<file path="src/rsma_ram.sv">
// ----------------------------------------------------------------------------
// rsma_ram: simple dual-port RAM
// One write port and one read port, read data registered.
// ----------------------------------------------------------------------------
module rsma_ram #(
  parameter int WIDTH = 8,
  parameter int DEPTH = 16
) (
  input  logic                     clk,
  input  logic                     wr_en,
  input  logic [$clog2(DEPTH)-1:0] wr_addr,
  input  logic [WIDTH-1:0]         wr_data,
  input  logic [$clog2(DEPTH)-1:0] rd_addr,
  output logic [WIDTH-1:0]         rd_data
);

  logic [WIDTH-1:0] mem [DEPTH];

  // Write port and registered read port.
  always_ff @(posedge clk) begin
    if (wr_en) begin
      mem[wr_addr] <= wr_data;
    end
    rd_data <= mem[rd_addr];
  end

endmodule
</file>
<file path="config.mk">
export PLATFORM = sky130hd
export DESIGN_NAME = rsma_ram
export DESIGN_NICKNAME = d
export VERILOG_FILES = /design/src/rsma_ram.sv
export SDC_FILE = /design/constraint.sdc
export NUM_CORES = 1
export LEC_CHECK = 0
export ABC_AREA = 1
export BUFFER_PORTS_ARGS = -buffer_cell sky130_fd_sc_hd__buf_2
export CORE_ASPECT_RATIO = 0.6
export CORE_MARGIN = 5
export CORE_UTILIZATION = 55
export DETAILED_ROUTE_END_ITERATION = 8
export PLACE_DENSITY = 0.76
export SYNTH_ARGS = -nofsm -noshare
export SYNTH_HDL_FRONTEND = slang
export SYNTH_SLANG_ARGS = --single-unit
</file>
<file path="constraint.sdc">
create_clock -name clk -period 1.3 [get_ports clk]
set_clock_uncertainty 0.05 [all_clocks]
set_input_delay 0 -clock clk [delete_from_list [all_inputs] [get_ports clk]]
set_output_delay 0 -clock clk [all_outputs]
set_load 0.1 [all_outputs]
</file>
==> metrics.md, run 1 <==
| Metric | Value |
|---|---|
| Vias in the first global route | `3837` |
| Die area | `12700 sq um` |
| # clock sinks | `136` |
| Net count, final | `621` |
| # rows | `28` |
| Top cell family by delay on the critical path | `buffers and inverters` |
| Global-route usage over all layers | `23.7%` |
| Worst Path Max Fanout | `1` |
| Vias | `4004` |
| DRC viols | `0` |
| Synth Register Bits | `136` |
| Slowest stage delay, CP | `0.44 ns` |
| Period Utilization, post-route | `96.4%` |
| Post-synth top area cell | `edfxtp_1` |
| Fill cell count | `711` |
| Violated checks | `hold timing` |
| Hold_ws | `-0.00279 ns` |
| CP startpoint kind | `flip-flop` |
| Slew Viols, Final | `0` |
| Clk slew on worst S/H paths | `0.05 ns` |
| Total negative slack | `0 ns` |
| Pin count of the biggest net entering global routing | `65` |
| Final setup fails | `0` |
| Core area | `10100 sq um` |
| Syn avg cell area | `10.5 sq um` |
| Leak | `2.94 nW` |
| Yosys top cell area share | `66.7%` |
| Status | `finished, violations left` |
| Final ANT Viol Nets | `0` |
| Layout cell share with drive strength beyond 1 | `12.4%` |
| Met2 usage | `35.7%` |
| Yosys cell types | `12` |
| DR vias/cell | `5.34` |
| Worst path cell trace | `buf_2` |
| CP Class | `flip-flop to primary output` |
| Final hold vios | `6` |
| Worst-Skew Late Latency | `0.41 ns` |
| Worst EP arrival | `1.20 ns` |
| Met1 Use GR | `33.4%` |
| Reg area | `4000 sq um` |
| ANT cells | `0` |
| Top cells by area, synth | `edfxtp_1, nand2_1, nand3_1, inv_1, dfxtp_1` |
| Max-slew headroom | `67.1%` |
| Worst Max-Slew Pin Slew | `0.497 ns` |
| Critical path's slowest cell | `buf_2` |
| Syn Nets | `569` |
| Cells after Synth | `551` |
| Root buffer selected by CTS | `clkbuf_16` |
| CTS tree | `yes` |
| Initial antenna violation count | `0` |
| RSZ-0062 raised after global routing | `no` |
| Fmax | `798 MHz` |
| Gr ovfl total | `0` |
| Total of max-cap violations | `0` |
| Iter 0 DRT Violations | `669` |
| Cts bufs inserted | `17` |
| Synth-to-Final Area Change | `16.7%` |
| Worst path buffer plus inverter count | `1` |
| Placed wire-length estimate | `8610 um` |
| Final WL | `13700 um` |
| Mapped cell area | `5770 sq um` |
| Area taken by multi-input logic gates | `1210 sq um` |
| First-pass GRT wire length | `21700 um` |
| Maximum vdd drop | `0.996 mV` |
| Crit path required time | `1.25 ns` |
| Routed len/inst | `18.3 um` |
| Routability Congestion | `0.818` |
| H-Tree Depth | `4` |
| Crit end category | `primary output` |
| Starting density of the core | `57.4%` |
| YS warnings | `0` |
| HP Class | `primary input to flip-flop` |
| # port buffers | `25` |
| Met3 layer usage reported by global route | `6.73%` |
| Total iterations of the first detailed-routing run | `5` |
| Min Tclk post-route | `1.25 ns` |
| Pwr/cell area | `1500 nW/um^2` |
| Post-CTS Setup Repair Bufs | `0` |
| Seq/Total Area, Yosys | `69.4%` |
| Die X | `142 um` |
| Die H | `89.3 um` |
| Clock buffer depth | `2` |
| Final core occ | `66.9%` |
| GRT busiest layer | `met2` |
| IO Count | `26` |
-- kinds of logic after synthesis --
logic type / synth area share, %
buf+inv: 9.52
flops: 69.4
simple gates: 21.0
-- state kept, by name, indices dropped and copies added (netlist names) --
signal	count
mem	128
rd_data	8
-- cell type report --
class | instances | area share (%)
flip-flops and latches | 136 | 59.5
multi-input cells | 289 | 18.0
repair buffers | 57 | 6.54
clock buffers | 20 | 6.49
inverters | 102 | 5.69
well taps | 135 | 2.51
clock inverters | 11 | 1.25
-- synthesized netlist by cell type --
master      n
nor2_1     17
dfxtp_1     8
nand3b_1    2
nand3_1    97
buf_1       1
buf_6       6
inv_2       2
edfxtp_1  128
buf_2      13
buf_4       4
inv_1     100
nand2_1   173
-- where the power goes --
part,leakage [nW],switching [mW],internal (mW)
sequential,1.22,0.0356,4.90
clock,0.248,1.69,2.58
combinational,1.47,0.648,0.212
-- layout by cell type (no fill, tap or decap), drive strengths merged --
| cell type | count |
|---|---|
| bufinv | 1 |
| edfxtp | 128 |
| dlygate4sd3 | 8 |
| nand3b | 2 |
| nand2 | 173 |
| buf | 49 |
| dfxtp | 8 |
| nor2 | 17 |
| nand3 | 97 |
| clkinv | 7 |
| clkinvlp | 3 |
| inv | 102 |
| clkbuf | 20 |
-- metal layers --
metal / up-vias / routed length [um]
li1: 1877 / -
met1: 1883 / 5800
met2: 226 / 6030
met3: 18 / 1690
met4: 0 / 187
met5: - / 0
-- through the flow --
stage | hold WS (ns) | setup WS [ns] | std cells | cell area (sq um) | total power [mW]
floorplan | 0.0489 | 0.299 | 551 | 5770 | 5.57
global placement | 0.315 | 0.186 | 711 | 6120 | 5.83
detailed placement | 0.315 | 0.126 | 711 | 6120 | 5.86
CTS | 0.00547 | 0.0448 | 750 | 6730 | 10.1
global route | 0.0170 | 0.0327 | 750 | 6730 | 10.4
finish | -0.00279 | 0.0468 | 750 | 6730 | 10.1
-- what timing repair did --
item,CTS,global route
hold endpoints to repair,120,0
endpoints found under the setup margin,2,0
hold buffers,8,0
resized for setup,2,0
-- path summary, 6_finish.rpt --
kind	startpoint	to	slack [ns]	depth (start not counted)
max reg2reg	mem[5][6]	rd_data[6]	0.18	6
min reg2reg	mem[15][4]	rd_data[4]	0.62	6
min	wr_data[6]	mem[0][6]	-0.003	1
max	rd_data[0]	rd_data[0]	0.05	1
No activity file was read; power rests on OpenSTA's default activity.
==> run 2: changes to the inputs <==
--- a/config.mk
+++ b/config.mk
@@ -12,6 +12,7 @@
 export CORE_UTILIZATION = 55
 export DETAILED_ROUTE_END_ITERATION = 8
 export PLACE_DENSITY = 0.76
+export REMOVE_ABC_BUFFERS = 1
 export SYNTH_ARGS = -nofsm -noshare
 export SYNTH_HDL_FRONTEND = slang
 export SYNTH_SLANG_ARGS = --single-unit
==> metrics.md, run 2 (same netlist as run 1, synthesis figures left out) <==
| Metric | Value |
|---|---|
| Vias in the first global route | `3741 (-2.5%)` |
| DRC viols | `0 (unchanged)` |
| PnR worst setup slack | `0.0718 ns (+0.0249 ns)` |
| Placed wire-length estimate | `8250 um (-4.2%)` |
| Synth-to-Final Area Change | `17.2%` |
| RSZ-0062 raised after global routing | `no` |
| # clock sinks | `136 (unchanged)` |
| Status | `complete, no violations` |
| IO Count | `26 (unchanged)` |
| # rows | `28 (unchanged)` |
| ANT cells | `0 (unchanged)` |
| Met2 usage | `32.9% (-2.8 points)` |
| Most common cell after layout, fill and taps aside | `nand2_1` |
| Worst path cell trace | `buf_2` |
| Initial antenna violation count | `0 (unchanged)` |
| Period Utilization, post-route | `94.5% (-1.9 points)` |
| H-Tree Depth | `4 (unchanged)` |
| Worst flop-to-flop path startpoint | `mem[15][6]` |
| Gr ovfl total | `0 (unchanged)` |
| R2r setup slk | `0.17 ns (about the same)` |
| R2R Path End | `rd_data[6]` |
| Pre-CTS setup slack | `0.194 ns (+0.0684 ns)` |
| Met3 layer usage reported by global route | `7.48% (+0.75 points)` |
| Final setup fails | `0 (unchanged)` |
| CTS tree | `yes` |
| Iter 0 DRT Violations | `597 (-11%)` |
| Worst Path Max Fanout | `1 (unchanged)` |
| Sw Ratio | `22.7% (-0.86 points)` |
| Die H | `89.3 um (unchanged)` |
| Core area | `10100 sq um (unchanged)` |
| Slowest stage delay, CP | `0.43 ns (about the same)` |
| CP Class | `flip-flop to primary output` |
| Placed Area | `6120 sq um (unchanged)` |
| Fmax | `814 MHz (+2.0%)` |
| Vias | `3977 (-0.67%)` |
| Reg area | `4000 sq um (unchanged)` |
| Die X | `142 um (unchanged)` |
| Total iterations of the first detailed-routing run | `5 (unchanged)` |
| HP Class | `primary input to flip-flop` |
| Cells after DPL | `711 (unchanged)` |
| Logic pwr share | `8.3% (-0.2 points)` |
| Setup crit start | `rd_data[6]` |
| Met1 Use GR | `32.7% (-0.73 points)` |
| Reg2Reg Depth | `6 (unchanged)` |
| Net switching power | `2.32 mW (-2.4%)` |
| CP startpoint kind | `flip-flop` |
| Commonest cells after routing, fill and taps aside | `nand2_1, edfxtp_1, inv_1` |
| Top cell family by delay on the critical path | `buffers and inverters` |
| Root buffer selected by CTS | `clkbuf_16` |
| Final core occ | `67.2% (+0.30 points)` |
| # port buffers | `25 (unchanged)` |
| Final ANT Viol Nets | `0 (unchanged)` |
| Net count, final | `622 (+0.16%)` |
| Routability Congestion | `0.892 (+9.1%)` |
| Number of flip-flops under the largest register name | `128 (unchanged)` |
| Post-route cell area | `6760 sq um (+0.45%)` |
| Sequential Power Share | `48.4% (-0.7 points)` |
| Worst path buffer plus inverter count | `1 (unchanged)` |
| Clk pwr share | `43.3% (+0.9 points)` |
| Layout cell share with drive strength beyond 1 | `12.3% (-0.020 points)` |
| Biggest register | `mem` |
| Max-slew headroom | `67.2% (about the same)` |
| First-pass GRT wire length | `20900 um (-3.8%)` |
| Worst Max-Slew Pin Slew | `0.496 ns (-0.000860 ns)` |
| Crit path required time | `1.25 ns (about the same)` |
| Starting density of the core | `57.4% (unchanged)` |
| Worst setup endpoint | `rd_data[6]` |
| Die area | `12700 sq um (unchanged)` |
| Pwr/cell area | `1510 nW/um^2 (+0.82%)` |
| Global-route usage over all layers | `22.7% (-0.93 points)` |
| Final WL | `13300 um (-2.9%)` |
| Clk slew on worst S/H paths | `0.05 ns (about the same)` |
| Worst-Skew Late Latency | `0.41 ns (about the same)` |
| Regs by FF count | `mem (128), rd_data (8)` |
| Cts bufs inserted | `17 (unchanged)` |
| Area taken by multi-input logic gates | `1210 sq um (unchanged)` |
| Clock buffer depth | `2 (unchanged)` |
| Maximum vdd drop | `1.66 mV (+66%)` |
| Finished Layout Cells | `751 (+0.13%)` |
| Levels on crit path | `1 (unchanged)` |
| Pin count of the biggest net entering global routing | `65 (unchanged)` |
| Leak | `2.96 nW (+0.60%)` |
| Fill cell count | `696 (-2.1%)` |
| Crit end category | `primary output` |
| GRT busiest layer | `met2` |
| Final hold vios | `0 (-6)` |
| Critical path's slowest cell | `buf_2` |
| Total of max-cap violations | `0 (unchanged)` |
| Routed len/inst | `17.7 um (-3.1%)` |
| Pint | `7.88 mW (+2.4%)` |
| Total negative slack | `0 ns (unchanged)` |
| DR vias/cell | `5.30 (-0.81%)` |
| Slew Viols, Final | `0 (unchanged)` |
| Min Tclk post-route | `1.23 ns (-0.0249 ns)` |
| Worst EP arrival | `1.18 ns (-0.02 ns)` |
## run 2: cell count changes in the layout (fill, tap and decap cells not counted)
cell / delta
clkbuf_1: -1
dlygate4sd3_1: +1
clkinv_1: +1
buf_4: -2
clkbuf_4: +1
bufinv_16: +1
buf_2: +1
clkinvlp_4: -1
## run 2: layout make-up
cell class | count | area share, %
clock buffers | 19 | 6.40
repair buffers | 58 | 6.63
flip-flops and latches | 136 | 59.2
clock inverters | 12 | 1.63
inverters | 102 | 5.66
well taps | 135 | 2.50
multi-input cells | 289 | 18.0
## run 2: timing repair
action	in CTS	in global routing
endpoints found under the hold margin	136	0
gates resized for setup	0	1
hold buffers	9	0
buffers inserted	0	0
endpoints found under the setup margin	0	1
## run 2: metrics by stage
stage                     total power [mW]  hold WS (ns)
after floorplan                       5.49        0.0489
after global routing                  10.5         0.115
after CTS                             10.2        0.0911
after detailed placement              5.83         0.330
after global placement                5.82         0.331
final                                 10.2         0.113
## run 2: worst min-delay path by stage
stage	from	endpoint	depth (start not counted)	slack, ns
after floorplan	wr_data[0]	mem[0][0]	0	0.05
after global placement	rd_addr[3]	rd_data[1]	3	0.33
after detailed placement	rd_addr[3]	rd_data[3]	3	0.33
after CTS	rd_addr[2]	rd_data[3]	5	0.09
after global routing	rd_addr[2]	rd_data[3]	5	0.12
final	rd_addr[2]	rd_data[3]	5	0.11
## run 2: routing by layer
metal | wire length [um] | vias up
li1 | - | 1876
met1 | 5810 | 1850
met2 | 5780 | 224
met3 | 1470 | 27
met4 | 245 | 0
met5 | 0 | -
## run 2: power groups by stage
stage	clock, mW	sequential [mW]	combinational (mW)
floorplan	0	5.22	0.265
global placement	0	5.02	0.796
detailed placement	0	5.02	0.809
CTS	4.48	4.93	0.836
global route	4.67	4.94	0.910
finish	4.42	4.93	0.842
